$ cat config.mk
export PLATFORM = sky130hd
export DESIGN_NAME = ar2pcd_window_ram
export DESIGN_NICKNAME = d
export VERILOG_FILES = /design/src/ar2pcd_window_ram.sv
export SDC_FILE = /design/constraint.sdc
export NUM_CORES = 1
export LEC_CHECK = 0
export BUFFER_PORTS_ARGS = -buffer_cell sky130_fd_sc_hd__buf_2
export CAP_MARGIN = 20
export CORE_MARGIN = 2
export CORE_UTILIZATION = 40
export CTS_BUF_LIST = sky130_fd_sc_hd__clkbuf_4 sky130_fd_sc_hd__clkbuf_8
export CTS_CLUSTER_SIZE = 25
export DETAILED_ROUTE_END_ITERATION = 7
export PLACE_DENSITY = 0.65
export SLEW_MARGIN = 10
export SYNTH_ARGS = -nofsm -noshare
export SYNTH_HDL_FRONTEND = slang
export SYNTH_SLANG_ARGS = --single-unit
$ cat constraint.sdc
create_clock -name clk -period 2.3 [get_ports clk]
set_input_delay 0.115 -clock clk [delete_from_list [all_inputs] [get_ports clk]]
set_output_delay 0.115 -clock clk [all_outputs]
set_load 0.02 [all_outputs]
$ cat src/ar2pcd_window_ram.sv
`timescale 1ns / 1ps
// ----------------------------------------------------------------------------
// AR(2) prediction change detector - error window memory
// One write port, one read port with registered read data.
// ----------------------------------------------------------------------------
module ar2pcd_window_ram #(
	parameter int DEPTH = 32,
	parameter int AW    = 5,
	parameter int DW    = 18
) (
	input  logic          clk,
	input  logic          we,
	input  logic [AW-1:0] waddr,
	input  logic [DW-1:0] wdata,
	input  logic          re,
	input  logic [AW-1:0] raddr,
	output logic [DW-1:0] rdata
);

	logic [DW-1:0] mem_q [DEPTH];

	always_ff @(posedge clk) begin
		if (we) begin
			mem_q[waddr] <= wdata;
		end
	end

	always_ff @(posedge clk) begin
		if (re) begin
			rdata <= mem_q[raddr];
		end
	end

endmodule

* Word-level counts from Yosys, hierarchy flattened
Memories as Yosys holds them, arrays and structs flattened. A register that Yosys moved wholly into a read port is not among the register bits. Cells that the tools add are included.
Storage, ports and cells: register bits after elaboration 0, memories 1, RAM bits 576, input port bits 31
Memory list:
- mem_q | depth 32, width 18, rd ports 1, clocked after memory_dff 1, wr ports 1, RTL line 20 | logic [DW-1:0] mem_q [DEPTH];
Operators by class: multiplexer cells 2
Operators with widths (count):
- two-way mux 1 bit | 2

* Logic depth before layout (Yosys ltp)
depth in word-level cells 2, gate-level depth with buffers 8

* Least setup slack after synthesis
No wires, ideal clock.
path kind input to register, start point input port waddr[1], end point memory mem_q[12][0], enable pin, required time 1.907 ns, path slack 0.358 ns, cell stages on the path 3, data arrival time 1.549 ns, library setup time 0.393 ns, cell sequence or3b_2 > clkbuf_1 > nor2_1
RTL lines:
- from (decl) | RTL line 13 | input logic [AW-1:0] waddr,
- to (decl) | RTL line 20
No word-level cell before the write port.

* Final worst setup path
start point register rdata[3] (read register of mem_q), end point output port rdata[3]
RTL lines:
- from (decl) | RTL line 17 | output logic [DW-1:0] rdata
No word-level cell between the ends.

==> results_dict.tcl <==
set metrics [dict create \
    status "finished clean" \
    syn-cell-area_mm2 0.0232 \
    drive_gt1_share_pct 19.8 \
    clk_path_buf_depth 3 \
    finalHoldViolations 0 \
    p_leak_nw 9.28 \
    dp_hpwl_mm 31.0 \
    crit_fanout 1 \
    num_rows 88 \
    synth_top_cells_by_count "edfxtp_1, mux2i_1, a22oi_1" \
    final_util_pct 46.3 \
    arrival_ns 1.44 \
    die_area_mm2 0.0600 \
    synth_seq_area_share_pct 76.8 \
    setup_viol 0 \
    slew-limit-headroom_pct 47.8 \
    clkTransAtPathRegs_ns 0.06 \
    port_buffers 48 \
    cts_resized 0 \
    crit_family "flip-flops" \
    synth_async_sr_flop_share_pct 0 \
    cts-root-buf "clkbuf_8" \
    power_density_mw_per_mm2 835 \
    antenna_found_initial 1 \
    synth_most_common_cell "edfxtp_1" \
    io_pins 49 \
    fmax_mhz 644 \
    tns_ns 0 \
    synth_top_cell_by_area "edfxtp_1" \
    cts_tree "done" \
    nets 1458 \
    ant_nets 0 \
    grt_pass1_vias 12156 \
    viasPerCell 5.40 \
    r2r_end "rdata[13]" \
    die_height_um 245 \
    area_delta_synth_final_pct 14.8 \
    end_kind "primary output" \
    period_needed_ns 1.55 \
    grt.overflow.total 0 \
    path_buf_inv 1 \
    synth_area_leaders "edfxtp_1, mux2i_1, a22oi_1" \
    yosys_most_used_dff "edfxtp_1" \
    endpoint "rdata[3]" \
    syn_nets 1309 \
    cp-start-kind "flop" \
    synth_cells 1278 \
    drt-total-wl_mm 54.4 \
    cts_num_sinks 594 \
    path_class "flop to primary output" \
    whs_path_depth 1 \
    start_util_pct 40.3 \
    cts_max_level 3 \
    gp_congestion 0.760 \
    clk_latency_ns 0.67 \
    nFillCells 4865 \
    die_w_um 245 \
    synth_edf_count 594 \
    finalMaxSlewViolations 0 \
    synth_seq_cells 594 \
    cap_violations 0 \
    r2r_cells 5 \
    cts_buffers 94 \
    critPathRequiredTime_ns 2.18 \
    worstPathCellList "buf_2" \
    drc 0 \
    wl_per_cell_um 24.0 \
    clock_skew_ns 0.0421 \
    yosys_warnings 0 \
    ir_worst_vdd_uv 517 \
    rr_startpoint "mem_q[1][13]" \
    tightestPinTransition_ns 0.782 \
    syn_area_per_cell_um2 18.2 \
    grt_first_pass_wirelength_mm 79.7 \
    hold_path.class "primary input to flop" \
    track_usage_pct 18.2 \
    rsz0062_at_grt "no" \
    synth_top_area_share_pct 76.8 \
    cp_slowest_cell "edfxtp_1" \
    grt_max_degree 56 \
    rrSetupSlack_ns 0.76 \
    worstSetupStartpoint "rdata[3]" \
    cp.depth 1 \
    dr.pass1.iters 5 \
    critPathMaxStageDelay_ns 0.52 \
    route.vias.total 12237 \
    cts_setup_buffers 0 \
    core_mm2 0.0576 \
    period_share_pct 67.6 \
    synth.distinct_cells 27 \
    drtIter0Drc 1009 \
]
## placed cells by master (no fill, tap or decap)
cell type,netlist,final
mux2i_1,288,288
nand3_1,38,38
buf_4,8,52
nor2b_4,0,2
edfxtp_1,594,594
buf_8,3,1
or3b_2,3,3
nor2_1,33,1
a22oi_1,72,72
or2_2,1,1
nor3_1,8,8
a22o_1,36,36
a21oi_1,36,36
clkinv_2,0,11
buf_12,0,14
clkbuf_4,0,14
inv_8,0,1
a31oi_1,18,18
clkinv_1,0,35
nor2_2,1,32
nor3_2,10,10
nand2b_1,2,2
clkinv_4,0,1
nor2_4,0,1
clkbuf_8,0,97
dlygate4sd3_1,0,13
clkinvlp_4,0,2
nand2_1,37,37
bufinv_16,0,7
diode_2,0,1
nand3b_1,5,5
or3_1,1,1
buf_2,28,47
nand4_1,18,18
and2_4,0,1
## metrics by stage
stage               power [mW]  hold slack (ns)  cells  worst slack, ns  cell area [µm²]
finish                    22.3          0.00944   2265            0.746            26700
global route              23.0           0.0217   2265            0.625            26700
CTS                       22.5          0.00258   2264            0.731            26700
detailed placement        13.6            0.567   2083            0.286            24700
global placement          13.6            0.565   2083            0.321            24700
floorplan                 13.0            0.214   1278            0.358            23200
## power breakdown
| part | leakage [nW] | internal (mW) | switching [mW] |
|---|---|---|---|
| sequential | 5.37 | 12.1 | 0.0587 |
| combinational | 2.95 | 0.425 | 0.822 |
| clock | 0.969 | 4.93 | 3.96 |
## worst min path at each step
stage          startpoint           end
3_3_place_gp    rdata[14]     rdata[14]
3_5_place_dp    rdata[13]     rdata[13]
6_report        wdata[10]  mem_q[3][10]
4_1_cts         wdata[10]  mem_q[3][10]
2_1_floorplan    wdata[0]   mem_q[0][0]
5_1_grt          wdata[5]  mem_q[23][5]
## cell families after synthesis
family | share of synthesized area, %
AO/OA/AOI/OAI | 4.94
buffers and inverters | 2.34
flip-flops | 76.8
multiplexers | 12.4
AND/OR/NAND/NOR | 3.53
## registers in the layout, indices dropped and copies added, names as in the netlist
signal / count
mem_q: 576
rdata: 18
## final cells by class
| cell class | count | area, µm² | share of cell area [%] |
|---|---|---|---|
| Multi-Input combinational cell | 610 | 4950 | 18.6 |
| Antenna cell | 1 | 2.50 | 0.00938 |
| Clock buffer | 111 | 1440 | 5.40 |
| Tap cell | 765 | 957 | 3.59 |
| Timing Repair Buffer | 127 | 1050 | 3.94 |
| Sequential cell | 594 | 17800 | 66.9 |
| Clock inverter | 57 | 432 | 1.62 |
## routing by layer
layer	global-route usage [%]	routed length [µm]	vias up
li1	-	-	5438
met1	25.9	24200	6320
met2	28.5	25700	417
met3	3.55	3550	62
met4	5.08	950	0
met5	0	0	-
## what timing repair did
item | 4_1_cts | 5_1_grt
endpoints found under the hold margin | 283 | 0
hold buffers | 13 | 0
setup endpoints to repair | 0 | 0
No activity file was read; power rests on OpenSTA's default activity.
