--- config.mk ---
export PLATFORM = sky130hd
export DESIGN_NAME = ar2pcd_alu
export DESIGN_NICKNAME = d
export VERILOG_FILES = /design/src/ar2pcd_pkg.sv /design/src/ar2pcd_alu.sv
export SDC_FILE = /design/constraint.sdc
export NUM_CORES = 1
export LEC_CHECK = 0
export ABC_AREA = 1
export BUFFER_PORTS_ARGS = -buffer_cell sky130_fd_sc_hd__buf_2
export CORE_ASPECT_RATIO = 1.25
export CORE_MARGIN = 5
export CORE_UTILIZATION = 60
export DETAILED_ROUTE_END_ITERATION = 16
export PLACE_DENSITY = 0.88
export SETUP_SLACK_MARGIN = 0.3
export SYNTH_ARGS = -nofsm -noshare
export SYNTH_HDL_FRONTEND = slang
export SYNTH_SLANG_ARGS = --single-unit
--- constraint.sdc ---
create_clock -name vclk -period 16.4
set_clock_uncertainty 0.05 [all_clocks]
set_input_delay 2.46 -clock vclk [all_inputs]
set_output_delay 2.46 -clock vclk [all_outputs]
set_load 0.02 [all_outputs]
--- src/ar2pcd_pkg.sv ---
`timescale 1ns / 1ps
// ----------------------------------------------------------------------------
// AR(2) prediction change detector - shared package
// Field widths, register indexes, defaults, result codes and payload types.
// ----------------------------------------------------------------------------
package ar2pcd_pkg;

	// Defaults for the top-level parameters
	localparam int MAX_HALF_WINDOW_DEF = 15;
	localparam int SAMPLE_BITS_DEF     = 16;

	// Field widths fixed by the interface
	localparam int SAMPLE_W   = 15;
	localparam int COEF_W     = 16;
	localparam int AVG_W      = 18;
	localparam int HALF_W     = 4;
	localparam int INDEX_W    = 16;
	localparam int EVENT_W    = 2;
	localparam int CFG_IDX_W  = 2;
	localparam int CFG_DATA_W = 18;

	// Fixed-point details: Q.28 products rounded half up to Q.14
	localparam int FRAC_BITS  = 14;
	localparam int ROUND_HALF = 8192;
	localparam int SQ_IN_W    = 16;
	localparam int DIV_CNT_W  = $clog2(AVG_W);

	localparam logic [AVG_W-1:0]   AVG_MAX   = '1;
	localparam logic [INDEX_W-1:0] COUNT_MAX = '1;

	// Configuration register indexes
	localparam logic [CFG_IDX_W-1:0] REG_AR_COEF   = 2'd0;
	localparam logic [CFG_IDX_W-1:0] REG_THRESHOLD = 2'd1;
	localparam logic [CFG_IDX_W-1:0] REG_HALF_WIN  = 2'd2;

	// Register reset values
	localparam logic signed [COEF_W-1:0] AR_COEF_RST   = -16'sd26510;
	localparam logic [AVG_W-1:0]         THRESHOLD_RST = 18'd492;
	localparam logic [HALF_W-1:0]        HALF_WIN_RST  = 4'd5;

	// Detector event codes
	localparam logic [EVENT_W-1:0] EVT_NONE = 2'd0;
	localparam logic [EVENT_W-1:0] EVT_FALL = 2'd1;
	localparam logic [EVENT_W-1:0] EVT_RISE = 2'd2;

	typedef enum logic [1:0] {
		ALU_ADD = 2'd0,
		ALU_SUB = 2'd1,
		ALU_MUL = 2'd2
	} alu_op_t;

	typedef struct packed {
		logic signed [SAMPLE_W-1:0] sample;
		logic                       record_start;
	} in_item_t;

	typedef struct packed {
		logic                average_valid;
		logic [INDEX_W-1:0]  centre_index;
		logic [AVG_W-1:0]    window_average;
		logic [EVENT_W-1:0]  detect_event;
	} out_item_t;

endpackage

--- src/ar2pcd_alu.sv ---
`timescale 1ns / 1ps
// ----------------------------------------------------------------------------
// AR(2) prediction change detector - shared arithmetic unit
// One adder/subtractor and one signed multiplier, selected per cycle.
// ----------------------------------------------------------------------------
module ar2pcd_alu #(
	parameter int DW   = 36,
	parameter int MA_W = 17,
	parameter int MB_W = 17
) (
	input  ar2pcd_pkg::alu_op_t   op,
	input  logic signed [DW-1:0]  a,
	input  logic signed [DW-1:0]  b,
	output logic signed [DW-1:0]  res
);
	import ar2pcd_pkg::*;

	logic signed [MA_W-1:0]      ma;
	logic signed [MB_W-1:0]      mb;
	logic signed [MA_W+MB_W-1:0] prod;

	// multiplier sees only the narrow low slices of the operands
	assign ma   = a[MA_W-1:0];
	assign mb   = b[MB_W-1:0];
	assign prod = ma * mb;

	always_comb begin
		case (op)
			ALU_ADD: res = a + b;
			ALU_SUB: res = a - b;
			ALU_MUL: res = DW'(prod);
			default: res = '0;
		endcase
	end

endmodule

### Word-level counts from Yosys, hierarchy flattened

Index checks and enable logic that the tools add are counted.

| storage, ports and cells | value |
|---|---|
| register bits after elaboration | 0 |
| latch bits | 0 |
| memory bits (writable) | 0 |
| memory bits (read-only) | 0 |
| output and inout bits | 36 |
| logic and storage cells | 7 |
| memories kept | 0 |

| cells by class | value |
|---|---|
| $add $sub $neg | 2 |
| multipliers | 1 |
| divide/modulo/power cells | 0 |
| magnitude comparators | 0 |
| equality and inequality tests | 2 |
| shift-type cells | 0 |
| multiplexer cells | 1 |
| bitwise operators | 0 |
| reduce and logical (&&, ||, !) cells | 1 |

Operator list:

| kind | number |
|---|---|
| $pmux 36 s3 | 1 |
| $add 36x36->36 | 1 |
| $sub 36x36->36 | 1 |
| $mul 17x17->34 | 1 |
| $eq 2x1->1 const B | 1 |
| $eq 2x2->1 const B | 1 |
| $logic_not 2->1 | 1 |

### Longest topological paths before layout

| depth | value |
|---|---|
| depth after elaboration | 2 |
| depth in mapped cells | 28 |
| gate-level depth less buffers | 26 |

### Least setup slack after synthesis

OpenSTA, ideal clock, no wires.

| path | value |
|---|---|
| path type | input to output |
| start point | input a[16] |
| end point | output res[32] |
| data arrival time | 7849 ps |
| data required time | 13890 ps |
| slack | 6041 ps |
| stages | 21 |
| buffers on the path | 2 |
| cells stage by stage | clkbuf_1 -> clkbuf_1 -> nand2_1 -> inv_1 -> fa_1 -> fa_1 -> fa_1 -> fa_1 -> inv_1 -> fa_1 -> inv_1 -> fa_1 -> ha_1 -> inv_1 -> nor3_1 -> nand2_1 -> nor4_1 -> nand2_1 -> nand3b_1 -> nand3_1 -> nand2_1 |

| on the way | value |
|---|---|
| cells in the longest elaborated chain, start to end | 2 |
| elaborated cells between the ends (all ways) | 4 |
| those cells by class | 2 x add/sub; 1 x mul; 1 x mux |

Ends and longest elaborated chain:

| element | RTL line | text |
|---|---|---|
| from (decl) | ar2pcd_alu.sv:12 | `input logic signed [DW-1:0] a,` |
| $mul 17x17->34, or another cell as far along | ar2pcd_alu.sv:25 | `assign prod = ma * mb;` |
| $pmux 36 s3 (*) | ar2pcd_alu.sv:28 | `case (op)` |
| to (decl) | ar2pcd_alu.sv:14 | `output logic signed [DW-1:0] res` |

Mark *: on every way between the ends. The rest lies on a longest branch, timed or not.

### Worst setup path after layout

| path | value |
|---|---|
| start point | input b[2] |
| end point | output res[29] |

| on the way | value |
|---|---|
| cells in the longest elaborated chain, start to end | 2 |
| elaborated cells between the ends (all ways) | 4 |
| those cells by class | 2 x add/sub; 1 x mul; 1 x mux |

Ends and longest elaborated chain:

| element | RTL line | text |
|---|---|---|
| from (decl) | ar2pcd_alu.sv:13 | `input logic signed [DW-1:0] b,` |
| $mul 17x17->34, or another cell as far along | ar2pcd_alu.sv:25 |  |
| $pmux 36 s3 (*) | ar2pcd_alu.sv:28 |  |

Marks and branches as above.

==> results.yml <==
run_status:
  status: "completed"
die:
  core_mm2: 0.0261
  dieHeight_um: 192
  io_pins: 110
  dieWidth_um: 156
  die_area_mm2: 0.0299
  row_count: 66
  initial_core_util: 0.609
timing:
  fin_crit_ps: 11270
  finalSetupTns_ps: 0
  rsz0062_at_grt: "false"
  setup_violations: 0
  slew_viol_final: 0
  fin_crit_sh: 0.687
  worst_slack_ps: 5130
  holdWs_ps: 5420
  worst-slew-pin-transition_ps: 1090
  finalHoldViolCount: 0
  relSlewSlack: 0.275
  fmax_mhz: 88.8
logic_synthesis:
  synth_area_leader_cell: "fa_1"
  syn_nets: 2842
  ys_warn_count: 0
  synth_top_area_frac: 0.374
  avgSynthCellArea_um2: 6.76
  yosysUniqueCellTypes: 49
  synth_area_mm2: 0.0159
  synth_cells: 2349
  synth_area_leaders: "fa_1 (37%), nand2_1 (15%), inv_1 (15%)"
  synth-seq-area-share: 0
global_routing:
  grt_first_pass_wirelength_um: 77700
  grt_usage: 0.325
  antenna_found_initial: 1
  grt_max_degree: 30
  overflow: 0
  grt_pass1_vias: 15900
finish:
  design.seq.count: 0
  drive_above_1_share: 0.0734
  final-seq-area_um2: 0
  syn2layout_area_growth_pct: 3.77
  nFillCells: 2446
  fin_nets: 2879
  multiInputGateArea_mm2: 0.0131
  n_clock_buffer: 0
  diodes: 0
setup_path:
  critPathLaunchType: "input pin"
  crit_type: "input pin to output port"
  arrival_ps: 8760
  required_ps: 13890
  worstPathMaxFanout: 19
  end_kind: "output port"
routing:
  first_iter_violations: 949
  vias: 14900
  wl_per_cell_um: 17.4
  ant_nets: 0
  dr.pass1.iters: 5
  viasPerCell: 5.47
  routed_wl_um: 47400
  drc: 0
clock_network:
  postCtsHoldBufs: 0
  ctsResizeCount: 0
  cts_setup_buffers: 0
job:
  max-cap-violations: 0
place:
  portBuffers: 110
  pre_cts_slack_ps: 5210
  place_hpwl_um: 40600
  place_congestion: 1.07
worst_hold_path:
  hold_class: "input pin to output port"
==> worst paths after layout <==
path / from / to / slack [ps] / cells past startpoint
hold / removal: op[1] / res[1] / 5420 / 3
setup / recovery: b[2] / res[29] / 5130 / 21
==> area by class of cell <==
type	instances	share of cell area
timing repair buffer	112	0.0343
tap	340	0.0258
multi-input combinational	1643	0.796
inverter	629	0.144
==> worst max-delay path, stage by stage <==
cell     delay, ps
buf_2          410
nand2_1        190
inv_1          170
fa_1           560
fa_1           900
fa_1           530
fa_1           500
fa_1           500
inv_1           50
fa_1           480
inv_1           40
ha_1           360
nand2_1        130
nor2_1         240
nand2_1        120
nor4_1         350
nand2_1        240
nand4_1        130
nand3_1        100
nand2_1        100
buf_2          180
==> synth_stat cells, types with 2 or more instances <==
| cell | number |
|---|---|
| xor2_1 | 37 |
| ha_1 | 122 |
| nand2_1 | 640 |
| buf_4 | 3 |
| nor3_2 | 3 |
| nand3_1 | 101 |
| nor2_2 | 12 |
| buf_1 | 3 |
| inv_2 | 7 |
| o21a_1 | 4 |
| nor4_1 | 4 |
| nand4_1 | 23 |
| clkinv_1 | 2 |
| clkinv_2 | 3 |
| o21ai_1 | 10 |
| nand3_2 | 2 |
| nor3_1 | 14 |
| xnor2_1 | 12 |
| a21oi_1 | 81 |
| buf_2 | 7 |
| nand2_2 | 11 |
| o21bai_1 | 9 |
| a21boi_0 | 2 |
| or2_2 | 6 |
| nand3b_1 | 13 |
| inv_1 | 616 |
| nor2_4 | 5 |
| o31ai_1 | 2 |
| fa_1 | 297 |
| a21o_1 | 6 |
| clkbuf_1 | 53 |
| buf_6 | 11 |
| o211ai_1 | 2 |
| o21ai_2 | 7 |
| nor2_1 | 142 |
| o21ai_0 | 62 |
| a31oi_1 | 3 |
==> cell families after synthesis <==
family	share of synthesized area
AND/OR/NAND/NOR	0.259
adder cells (fa/ha/maj)	0.470
XOR/XNOR	0.0270
buffers and inverters	0.174
AO/OA/AOI/OAI	0.0695
==> through the flow <==
step           std cells  utilization  instance area [µm²]
4_1_cts             2724        0.632                16500
3_3_place_gp        2724        0.632                16500
5_1_grt             2724        0.632                16500
6_report            2724        0.632                16500
3_5_place_dp        2724        0.632                16500
2_1_floorplan       2349            -                15900
==> cell usage in the layout, fill, tap and decap left out, types with 6 or more instances in the layout <==
cell      synthesis  final
nand3b_1         13     13
ha_1            122    122
nand2_1         640    640
nand4_1          23     23
nor2_2           12     12
nand2_2          11     11
nor2_1          142    142
nand3_1         101    101
o21ai_2           7      7
inv_2             7      7
nor3_1           14     14
buf_2             7    110
fa_1            297    297
xor2_1           37     37
o21bai_1          9      9
inv_1           616    616
o21ai_1          10     10
or2_2             6      6
a21oi_1          81     81
o21ai_0          62     62
xnor2_1          12     12
a21o_1            6      6
==> metal layers <==
| layer | global-route usage | routed length (µm) | vias to the layer above |
|---|---|---|---|
| li1 | - | - | 6969 |
| met1 | 0.375 | 17200 | 7060 |
| met2 | 0.591 | 23900 | 690 |
| met3 | 0.0419 | 3490 | 190 |
| met4 | 0.159 | 2790 | 2 |
| met5 | 0 | 13 | - |
Power is not shown: default switching activity piles up to over one toggle a cycle in this logic, so the estimate is an artifact.
